[src/rtl/i2ctrf_pkg.sv]
// ----------------------------------------------------------------------------
// i2ctrf_pkg: shared types and constants
// Bus event codes, controller states and the memory request bundle used by
// the I2C target register file.
// ----------------------------------------------------------------------------
package i2ctrf_pkg;

  // Default number of byte entries in the register file.
  localparam int BUFFER_DEPTH_DEF = 128;

  // Byte sent when the pointer is past the end of the register file.
  localparam logic [7:0] FILL_BYTE = 8'hFF;

  // Bus events, one per transaction on the input channel.
  typedef enum logic [2:0] {
    CMD_ADDRESS    = 3'd0,
    CMD_BYTE       = 3'd1,
    CMD_MASTER_ACK = 3'd2,
    CMD_STOP       = 3'd3,
    CMD_BUS_ERROR  = 3'd4
  } i2ctrf_cmd_t;

  typedef enum logic {
    ST_IDLE = 1'b0,
    ST_EXEC = 1'b1
  } i2ctrf_state_t;

  // Request from the controller to the storage.
  typedef struct packed {
    logic       rd_en;
    logic       wr_en;
    logic [7:0] rd_addr;
    logic [7:0] wr_addr;
    logic [7:0] wr_data;
  } i2ctrf_mem_req_t;

endpackage

[src/rtl/i2ctrf_if.sv]
// ----------------------------------------------------------------------------
// i2ctrf_if: channel interfaces
// Valid/ready channels for bus events in and responses out.
// ----------------------------------------------------------------------------
interface i2ctrf_in_if;
  logic       valid;
  logic       ready;
  logic [2:0] command;
  logic [7:0] data_byte;

  modport source (output valid, output command, output data_byte, input ready);
  modport sink   (input valid, input command, input data_byte, output ready);
endinterface

interface i2ctrf_out_if;
  logic       valid;
  logic       ready;
  logic       ack;
  logic       tx_valid;
  logic [7:0] tx_byte;
  logic       busy_res;

  modport source (output valid, output ack, output tx_valid, output tx_byte,
                  output busy_res, input ready);
  modport sink   (input valid, input ack, input tx_valid, input tx_byte,
                  input busy_res, output ready);
endinterface

[src/rtl/i2c_target_register_file_core.sv]
// ----------------------------------------------------------------------------
// i2c_target_register_file_core: I2C target register file, event level
// Byte-addressed register file with auto-incrementing pointer, driven by
// decoded bus events; one response transaction per event transaction.
// ----------------------------------------------------------------------------
//
//   Channel   Direction  Payload                               Handshake
//   in_ch     in         command[2:0], data_byte[7:0]          valid/ready
//   out_ch    out        ack, tx_valid, tx_byte[7:0], busy_res valid/ready
//
// Each event is taken in the idle state, where the storage is read at the
// current pointer when it is in range, and is then completed in the execute
// state, where the controller updates the pointer and transfer state, writes
// a received byte and loads the response register.
// A new event is accepted in the cycle after the response is loaded, even
// while that response still waits on out_ch; no event is accepted while the
// previous one is still in the execute state.
// If out_ch stalls with a response pending, the next event is held in the
// execute state until the response register drains.
// Reset (rst_n low, synchronous) clears the pointer, the transfer flags and
// all entry valid bits at once; unwritten entries read as zero, so no
// clearing pass is needed and events are accepted right after reset.
//
module i2c_target_register_file_core #(
  parameter int BUFFER_DEPTH = i2ctrf_pkg::BUFFER_DEPTH_DEF
) (
  input  logic          clk,
  input  logic          rst_n,
  i2ctrf_in_if.sink     in_ch,
  i2ctrf_out_if.source  out_ch
);

  // Storage request from the controller and the registered read data back.
  i2ctrf_pkg::i2ctrf_mem_req_t mem_req;
  logic [7:0]                  mem_rd_data;

  // Event sequencing, pointer and transfer state, response register.
  i2ctrf_ctrl #(
    .DEPTH (BUFFER_DEPTH)
  ) u_ctrl (
    .clk          (clk),
    .rst_n        (rst_n),
    .in_valid     (in_ch.valid),
    .in_ready     (in_ch.ready),
    .in_command   (in_ch.command),
    .in_data_byte (in_ch.data_byte),
    .out_valid    (out_ch.valid),
    .out_ready    (out_ch.ready),
    .out_ack      (out_ch.ack),
    .out_tx_valid (out_ch.tx_valid),
    .out_tx_byte  (out_ch.tx_byte),
    .out_busy_res (out_ch.busy_res),
    .mem_req      (mem_req),
    .mem_rd_data  (mem_rd_data)
  );

  // Byte storage with per-entry valid bits standing in for the zero reset.
  i2ctrf_mem #(
    .DEPTH (BUFFER_DEPTH)
  ) u_mem (
    .clk     (clk),
    .rst_n   (rst_n),
    .req     (mem_req),
    .rd_data (mem_rd_data)
  );

endmodule

[src/rtl/i2ctrf_mem.sv]
// ----------------------------------------------------------------------------
// i2ctrf_mem: register file storage
// Synchronous single-write, single-read byte memory with registered read
// data. Per-entry valid bits make unwritten entries read as zero.
// ----------------------------------------------------------------------------
module i2ctrf_mem #(
  parameter int DEPTH = i2ctrf_pkg::BUFFER_DEPTH_DEF
) (
  input  logic                        clk,
  input  logic                        rst_n,
  input  i2ctrf_pkg::i2ctrf_mem_req_t req,
  output logic [7:0]                  rd_data
);

  localparam int AW = (DEPTH > 1) ? $clog2(DEPTH) : 1;

  logic [7:0]       mem_r [DEPTH];
  logic [DEPTH-1:0] vld_r;
  logic [7:0]       rdata_r;
  logic             rvld_r;

  always_ff @(posedge clk) begin
    if (req.wr_en) begin
      mem_r[req.wr_addr[AW-1:0]] <= req.wr_data;
    end
    if (req.rd_en) begin
      rdata_r <= mem_r[req.rd_addr[AW-1:0]];
    end
  end

  always_ff @(posedge clk) begin
    if (!rst_n) begin
      vld_r  <= '0;
      rvld_r <= 1'b0;
    end else begin
      if (req.wr_en) begin
        vld_r[req.wr_addr[AW-1:0]] <= 1'b1;
      end
      if (req.rd_en) begin
        rvld_r <= vld_r[req.rd_addr[AW-1:0]];
      end
    end
  end

  assign rd_data = rvld_r ? rdata_r : 8'h00;

endmodule

[src/rtl/i2ctrf_ctrl.sv]
// ----------------------------------------------------------------------------
// i2ctrf_ctrl: bus event controller
// Takes one event, reads the entry at the pointer, then updates the pointer
// and transfer state, writes received bytes and loads the response register.
// ----------------------------------------------------------------------------
module i2ctrf_ctrl #(
  parameter int DEPTH = i2ctrf_pkg::BUFFER_DEPTH_DEF
) (
  input  logic                        clk,
  input  logic                        rst_n,
  input  logic                        in_valid,
  output logic                        in_ready,
  input  logic [2:0]                  in_command,
  input  logic [7:0]                  in_data_byte,
  output logic                        out_valid,
  input  logic                        out_ready,
  output logic                        out_ack,
  output logic                        out_tx_valid,
  output logic [7:0]                  out_tx_byte,
  output logic                        out_busy_res,
  output i2ctrf_pkg::i2ctrf_mem_req_t mem_req,
  input  logic [7:0]                  mem_rd_data
);

  localparam logic [7:0] DEPTH_B = 8'(DEPTH);

  i2ctrf_pkg::i2ctrf_state_t state_r, state_nxt;
  logic [2:0] cmd_r;
  logic [7:0] data_r;
  logic [7:0] ptr_r, ptr_nxt;
  logic       loaded_r, loaded_nxt;
  logic       xfer_r, xfer_nxt;
  logic       oval_r, oval_nxt;
  logic       oack_r, oack_nxt;
  logic       otxv_r, otxv_nxt;
  logic [7:0] otx_r, otx_nxt;
  logic       obusy_r, obusy_nxt;
  logic       accept;
  logic       done;
  logic       in_range;

  assign accept   = in_valid && in_ready;
  assign in_range = (ptr_r < DEPTH_B);
  // The result register can take a new response when empty or being drained.
  assign done     = (state_r == i2ctrf_pkg::ST_EXEC) && (!oval_r || out_ready);

  always_comb begin
    state_nxt       = state_r;
    ptr_nxt         = ptr_r;
    loaded_nxt      = loaded_r;
    xfer_nxt        = xfer_r;
    oval_nxt        = oval_r && !out_ready;
    oack_nxt        = oack_r;
    otxv_nxt        = otxv_r;
    otx_nxt         = otx_r;
    obusy_nxt       = obusy_r;
    in_ready        = rst_n && (state_r == i2ctrf_pkg::ST_IDLE);
    mem_req.rd_en   = 1'b0;
    mem_req.rd_addr = ptr_r;
    mem_req.wr_en   = 1'b0;
    mem_req.wr_addr = ptr_r;
    mem_req.wr_data = data_r;

    case (state_r)
      i2ctrf_pkg::ST_IDLE: begin
        if (accept) begin
          // The entry at the pointer is fetched for every event while the pointer is in range; only reads use it.
          mem_req.rd_en = in_range;
          state_nxt     = i2ctrf_pkg::ST_EXEC;
        end
      end
      i2ctrf_pkg::ST_EXEC: begin
        if (done) begin
          oack_nxt  = 1'b0;
          otxv_nxt  = 1'b0;
          otx_nxt   = 8'h00;
          case (i2ctrf_pkg::i2ctrf_cmd_t'(cmd_r))
            i2ctrf_pkg::CMD_ADDRESS: begin
              oack_nxt = 1'b1;
              xfer_nxt = 1'b1;
              if (data_r[0]) begin
                otxv_nxt = 1'b1;
                if (in_range) begin
                  otx_nxt = mem_rd_data;
                  ptr_nxt = ptr_r + 8'd1;
                end else begin
                  otx_nxt = i2ctrf_pkg::FILL_BYTE;
                end
              end else begin
                loaded_nxt = 1'b0;
              end
            end
            i2ctrf_pkg::CMD_BYTE: begin
              if (!loaded_r) begin
                if (data_r < DEPTH_B) begin
                  ptr_nxt    = data_r;
                  loaded_nxt = 1'b1;
                  oack_nxt   = 1'b1;
                end
              end else if (in_range) begin
                mem_req.wr_en = 1'b1;
                ptr_nxt       = ptr_r + 8'd1;
                oack_nxt      = 1'b1;
              end
            end
            i2ctrf_pkg::CMD_MASTER_ACK: begin
              otxv_nxt = 1'b1;
              if (in_range) begin
                otx_nxt = mem_rd_data;
                ptr_nxt = ptr_r + 8'd1;
              end else begin
                otx_nxt = i2ctrf_pkg::FILL_BYTE;
              end
            end
            i2ctrf_pkg::CMD_STOP,
            i2ctrf_pkg::CMD_BUS_ERROR: begin
              xfer_nxt = 1'b0;
            end
            default: begin
            end
          endcase
          obusy_nxt = xfer_nxt;
          oval_nxt  = 1'b1;
          state_nxt = i2ctrf_pkg::ST_IDLE;
        end
      end
      default: begin
        state_nxt = i2ctrf_pkg::ST_IDLE;
      end
    endcase
  end

  always_ff @(posedge clk) begin
    if (!rst_n) begin
      state_r  <= i2ctrf_pkg::ST_IDLE;
      ptr_r    <= 8'h00;
      loaded_r <= 1'b0;
      xfer_r   <= 1'b0;
      oval_r   <= 1'b0;
    end else begin
      state_r  <= state_nxt;
      ptr_r    <= ptr_nxt;
      loaded_r <= loaded_nxt;
      xfer_r   <= xfer_nxt;
      oval_r   <= oval_nxt;
    end
  end

  always_ff @(posedge clk) begin
    if (accept) begin
      cmd_r  <= in_command;
      data_r <= in_data_byte;
    end
    oack_r  <= oack_nxt;
    otxv_r  <= otxv_nxt;
    otx_r   <= otx_nxt;
    obusy_r <= obusy_nxt;
  end

  assign out_valid    = oval_r;
  assign out_ack      = oack_r;
  assign out_tx_valid = otxv_r;
  assign out_tx_byte  = otx_r;
  assign out_busy_res = obusy_r;

endmodule

[src/flat_wrapper.sv]
// flat-port wrapper written by rule: the top's interface ports become plain ports
module i2c_target_register_file_core_flat 
#(
  parameter int BUFFER_DEPTH = i2ctrf_pkg::BUFFER_DEPTH_DEF
)
  (clk, rst_n, in_ch_valid, in_ch_command, in_ch_data_byte, in_ch_ready, out_ch_valid, out_ch_ack, out_ch_tx_valid, out_ch_tx_byte, out_ch_busy_res, out_ch_ready);
  i2ctrf_in_if in_ch_i ();
  i2ctrf_out_if out_ch_i ();
  input  logic clk;
  input  logic rst_n;
  input wire logic [$bits(in_ch_i.valid)-1:0] in_ch_valid;
  input wire logic [$bits(in_ch_i.command)-1:0] in_ch_command;
  input wire logic [$bits(in_ch_i.data_byte)-1:0] in_ch_data_byte;
  output wire logic [$bits(in_ch_i.ready)-1:0] in_ch_ready;
  output wire logic [$bits(out_ch_i.valid)-1:0] out_ch_valid;
  output wire logic [$bits(out_ch_i.ack)-1:0] out_ch_ack;
  output wire logic [$bits(out_ch_i.tx_valid)-1:0] out_ch_tx_valid;
  output wire logic [$bits(out_ch_i.tx_byte)-1:0] out_ch_tx_byte;
  output wire logic [$bits(out_ch_i.busy_res)-1:0] out_ch_busy_res;
  input wire logic [$bits(out_ch_i.ready)-1:0] out_ch_ready;
  assign in_ch_i.valid = in_ch_valid;
  assign in_ch_i.command = in_ch_command;
  assign in_ch_i.data_byte = in_ch_data_byte;
  assign in_ch_ready = in_ch_i.ready;
  assign out_ch_valid = out_ch_i.valid;
  assign out_ch_ack = out_ch_i.ack;
  assign out_ch_tx_valid = out_ch_i.tx_valid;
  assign out_ch_tx_byte = out_ch_i.tx_byte;
  assign out_ch_busy_res = out_ch_i.busy_res;
  assign out_ch_i.ready = out_ch_ready;
  i2c_target_register_file_core #(.BUFFER_DEPTH(BUFFER_DEPTH)) u_core (.clk(clk), .rst_n(rst_n), .in_ch(in_ch_i), .out_ch(out_ch_i));
endmodule
[config.mk]
export PLATFORM = sky130hd
export DESIGN_NAME = i2c_target_register_file_core_flat
export DESIGN_NICKNAME = d
export VERILOG_FILES = /design/src/rtl/i2ctrf_pkg.sv /design/src/rtl/i2ctrf_if.sv /design/src/rtl/i2c_target_register_file_core.sv /design/src/rtl/i2ctrf_mem.sv /design/src/rtl/i2ctrf_ctrl.sv /design/src/flat_wrapper.sv
export SDC_FILE = /design/constraint.sdc
export NUM_CORES = 1
export LEC_CHECK = 0
export ABC_CLOCK_PERIOD_IN_PS = 3200
export BUFFER_PORTS_ARGS = -buffer_cell sky130_fd_sc_hd__buf_4
export CAP_MARGIN = 20
export CORE_MARGIN = 2
export CORE_UTILIZATION = 59
export CTS_BUF_LIST = sky130_fd_sc_hd__clkbuf_4
export DETAILED_ROUTE_END_ITERATION = 7
export PLACE_DENSITY = 0.78
export SLEW_MARGIN = 0
export SYNTH_ARGS = -nofsm -noshare
export SYNTH_HDL_FRONTEND = slang
export SYNTH_HIERARCHICAL = 1
export SYNTH_SLANG_ARGS = --single-unit
[constraint.sdc]
create_clock -name clk -period 3.2 [get_ports clk]
set_clock_uncertainty 0.05 [all_clocks]
set_input_delay 0.16 -clock clk [delete_from_list [all_inputs] [get_ports clk]]
set_output_delay 0.16 -clock clk [all_outputs]
set_load 0.01 [all_outputs]
Word-level counts from Yosys, hierarchy flattened
Memories as Yosys holds them, arrays and structs flattened. A register that Yosys moved wholly into a read port is not among the register bits.
Index checks and enable logic that the tools add are counted.
Widths: inputs -> output; s select.
{"block": "totals", "regBits": 163, "ram_bits": 1024, "inputBits": 15, "out_inout_bits": 13, "mem_count": 1}
{"memory": "u_core.u_mem.mem_r", "words": 128, "word_bits": 8, "read_ports": 1, "rd_clocked_by_memory_dff": 1, "wr": 1, "line": "i2ctrf_mem.sv:17", "source": "logic [7:0] mem_r [DEPTH];"}
{"block": "classes", "addsub": 1, "order_cmp": 4, "eq_ne": 7, "mux": 36, "n_bitwise": 2, "reduce_logical": 15}
{"op": "$or 128x128->128", "count": 1}
{"op": "$mux 8", "count": 7}
{"op": "$pmux 8 s3", "count": 1}
{"op": "$mux 1", "count": 20}
{"op": "$lt 8x8->1 const B", "count": 2}
{"op": "$pmux 8 s2", "count": 1}
{"op": "$pmux 1 s2", "count": 5}
{"op": "$add 8x1->8 const B", "count": 1}
{"op": "$lt 7x8->1 const B", "count": 1}
{"op": "$bmux 1 s7", "count": 1}
{"op": "$demux 1 s7", "count": 1}
{"op": "$ge 7x1->1 const B", "count": 1}
{"op": "$eq 3x2->1 const B", "count": 2}
{"op": "$logic_and 1x1->1", "count": 5}
{"op": "$reduce_and 5->1", "count": 1}
{"op": "$ne 2x2->1 const B", "count": 2}
{"op": "$reduce_and 4->1", "count": 1}
{"op": "$eq 3x1->1 const B", "count": 1}
{"op": "$eq 3x3->1 const B", "count": 1}
{"op": "$logic_not 3->1", "count": 1}
{"op": "$ne 3x3->1 const B", "count": 1}
{"op": "$reduce_bool 3->1", "count": 1}
{"op": "$logic_not 1->1", "count": 2}
{"op": "$reduce_and 2->1", "count": 1}
{"op": "4 further kinds", "count": 4}

Logic depth before layout (Yosys ltp)
{"block": "logic_depth", "depth_word": 8, "ltp_mapped": 11, "depth_no_buf": 10}

Hierarchy
Netlist, hierarchy kept.
{"module": "i2ctrf_mem", "instances": 1, "cells_per_inst": 2017, "area_each_um2": 44552.7}
{"module": "i2ctrf_ctrl", "instances": 1, "cells_per_inst": 135, "area_each_um2": 1592.8}

Worst setup path after synthesis
OpenSTA, ideal clock, no wires.
{"block": "synth_timing", "path_type": "reg2reg", "startpoint": "register u_core.u_ctrl.ptr_r[0]", "endpoint": "register u_core.u_mem.rdata_r[0], read port of u_core.u_mem.mem_r, data pin", "setup_ps": 260, "t_arrival_ps": 3039, "path_slack_ps": -148, "path_stages_with_launch": 8, "n_path_buf": 3, "period_less_slack_ps": 3348, "path_cell_list": "dfxtp_1 -> buf_4 -> clkbuf_1 -> buf_1 -> mux4_2 -> mux4_2 -> mux4_2 -> mux2_2"}
{"block": "synth_between", "elab_chain_cells": 3}
{"element": "start: declaration", "line": "i2ctrf_ctrl.sv:30", "source": "logic [7:0] ptr_r, ptr_nxt;"}
{"element": "start signal: assignment", "line": "i2ctrf_ctrl.sv:142", "source": "ptr_r <= ptr_nxt;"}
{"element": "$lt 8x8->1", "line": "i2ctrf_ctrl.sv:43", "source": "assign in_range = (ptr_r < DEPTH_B);"}
{"element": "$mux 1", "line": "i2ctrf_ctrl.sv:66", "source": "if (accept) begin"}
{"element": "$mux 1", "line": "i2ctrf_ctrl.sv:64", "source": "case (state_r)"}
{"element": "end: declaration", "line": "i2ctrf_mem.sv:19", "source": "logic [7:0] rdata_r;"}
Several ways; a longest one is shown, not always the timed one.
A chain may end at the register's enable or synchronous reset.

Worst setup path after layout
{"block": "layout_timing", "startpoint": "register u_core.u_ctrl.ptr_r[0]", "endpoint": "register u_core.u_mem.rdata_r[3], read port of u_core.u_mem.mem_r, data pin"}
Same word-level chain as after synthesis.

==> results.md <==
- Status: finished, violations left
- Failing checks: negative setup slack
- Vias post-DR: 24851
- GRT busiest layer: met2
- Per-cell routed wire length: 28.6 um
- Syn. warnings: 6
- DRT iter0 DRCs: 3052
- Min-delay src: in_ch_valid
- R2r setup slk: -10 ps
- Hold Violations, Final: 0
- Final antenna-violating net count: 0
- Final count of negative-setup-slack endpoints: 2
- Die width: 284 um
- VDD IR max: 0.356 mV
- Worst Reg-to-Reg Cells: 7
- Slew margin rel.: 0.277
- Worst hold path cell count: 4
- Final core utilization: 0.691
- DR vias/cell: 6.40
- Hold Path Class: in -> reg
- Setup crit start kind: flip-flop
- Crit path max-delay cell type: mux4_2
- Crit path time final: 3210 ps
- Worst Max-Slew Pin Slew: 1080 ps
- Lkg Pwr: 17.3 nW
- CP Capture Type: flip-flop
- Ratio of cells with drive above 1 in the final layout: 0.397
- Top Ports: 28
- Hold slack: 154 ps
- Avg Synthesized Cell Area: 21.4 sq um
- Hold worst-path end: u_core/u_ctrl/data_r[5]
- Synth Cell Area: 46100 sq um
- Crit path top cell by count: mux4_2
- Global route overflow: 0
- CTS clock-pin slew for the worst setup and hold paths: 70 ps
- Clock Sinks: 1195
- Fin crit share: 1.00
- Data arrival, critical path: 3990 ps
- CTS tree: yes
- NumNets Final: 2646
- Clk Latency, worst-skew pair: 1140 ps
- Tot GR Track Use: 0.278
- Area of the core: 77500 sq um
- Buffers on Ports: 27
- Detailed Routing Iterations Pass 1: 6
- HPWL reported at the end of detailed placement: 67100 um
- WP data required: 3980 ps
- Synth Instances: 2151
- Peak Freq: 0.311 GHz
- Die area: 80500 sq um
- Number of remaining DRC errors: 0
- Tot Pwr: 30.2 mW
- Total Routed Length: 111000 um
- PwrDens: 564 nW/um^2
- Delay of the slowest cell on the worst path: 530 ps
- Max Transition Viols Final: 0
- Crit-path cells: clkbuf_2 > buf_4 > bufbuf_16 > mux4_2 > mux4_2 > mux4_2 > mux2_2
- Met3 global-route usage: 0.0660
- First-pass GRT wire length: 163000 um
- Setup CP Type: reg -> reg
- Cts bufs inserted: 306
- Starting density of the core: 0.596
- Antenna violations before repair: 4
- Clock Tree Buf Depth: 4
- Htree depth: 5
- Gpl congestion: 0.836
- Die Height: 284 um
- Net Count, Synth: 2167
- # rows: 102
- Number of global-route vias before repair: 25400
- Pin count of the biggest net entering global routing: 130
- Met2 Use GR: 0.446
- Crit Path Max Fanout: 10
- Max Cap Viol: 0
- Routing usage on met1: 0.384
- Worst Setup Slack, final: -12.0 ps
- P&R area growth vs syn: 16.0%
- R2r startpoint: u_core/u_ctrl/ptr_r[0]
- Reg2Reg Capture Point: u_core/u_mem/rdata_r[3]
- Clock Root Buffer: clkbuf_4
-- cell type report --
class	instances	area, sq um
sequential	1195	34500
fill	4625	24000
multi-input combinational	817	11000
clock buffer	455	3420
timing repair buffer	301	2910
tap	1040	1300
clock inverter	66	334
inverter	9	36.3
antenna	3	7.51
-- routing by layer --
layer | vias to the layer above | part of all wire
li1 | 10131 | -
met1 | 12829 | 0.37
met2 | 1673 | 0.49
met3 | 218 | 0.11
met4 | 0 | 0.028
met5 | - | 0
-- metrics by stage --
stage	std cells	TNS (ps)	setup slack, ps	area (sq um)
after floorplan	2151	0	102	46100
after CTS	3876	0	0.607	53300
final	3886	-23.1	-12.0	53500
after detailed placement	3318	-292	-51.0	49200
after global placement	3318	-116	-45.0	49200
after global routing	3886	-73.8	-27.5	53500
-- state kept, by name, summed over array words and instances (netlist names) --
signal	cells
u_core/u_ctrl/cmd_r	3
u_core/u_ctrl/data_r	8
u_core/u_ctrl/loaded_r	1
u_core/u_ctrl/out_ack	1
u_core/u_ctrl/out_busy_res	1
u_core/u_ctrl/out_tx_byte	8
u_core/u_ctrl/out_tx_valid	1
u_core/u_ctrl/out_valid	1
u_core/u_ctrl/ptr_r	8
u_core/u_ctrl/state_r	1
u_core/u_ctrl/xfer_r	1
u_core/u_mem/mem_r	1024
u_core/u_mem/rdata_r	8
u_core/u_mem/rvld_r	1
u_core/u_mem/vld_r	128
-- worst max-delay path: cells and delay by family (launching register included) --
kind / cells / cell delay, ps
buffers and inverters: 3 / 640
muxes: 4 / 1870
DFF: 1 / 400
-- power breakdown --
part           leakage, nW  switching, mW  internal (mW)
Clock                 2.25           5.87           6.71
Combinational         4.47          0.389          0.278
Sequential            10.6         0.0273           16.9
Total                 17.3           6.29           23.9
-- cells in the final DEF, fill, tap and decap left out, types with 5 or more instances in the layout --
cell type      instances
and2_1                13
mux2_2                13
mux4_2               366
o21ai_0                5
nand2_1               21
o21a_1               136
clkbuf_4             455
clkinv_1              59
mux2i_1                7
dlygate4sd3_1         31
buf_12                34
nor2_1               146
nand3_1               14
nand3b_1               5
a21oi_1               10
edfxtp_1            1054
nor2b_1               11
dfxtp_1              138
inv_1                  5
buf_4                226
-- timing repair --
| action | 4_1_cts | 5_1_grt |
|---|---|---|
| endpoints found under the setup margin | 45 | 17 |
| gates cloned | 2 | 2 |
| hold buffers | 31 | 0 |
| hold endpoints to repair | 94 | 0 |
| buffers inserted | 4 | 4 |
| gates resized for setup | 3 | 5 |
| pin swaps | 1 | 0 |
-- worst max-delay path by stage --
stage	from	to	slack (ps)	depth (start not counted)
floorplan	u_core/u_ctrl/ptr_r[0]	u_core/u_mem/rdata_r[0]	100	7
detailed placement	u_core/u_ctrl/ptr_r[0]	u_core/u_mem/rdata_r[0]	-50	6
CTS	u_core/u_ctrl/ptr_r[0]	u_core/u_mem/rdata_r[7]	0.6	6
global route	u_core/u_ctrl/ptr_r[0]	u_core/u_mem/rdata_r[2]	-30	6
finish	u_core/u_ctrl/ptr_r[0]	u_core/u_mem/rdata_r[3]	-10	7
global placement	u_core/u_ctrl/ptr_r[0]	u_core/u_mem/rdata_r[5]	-50	6
Note: power is estimated with default switching activity, not from simulation.
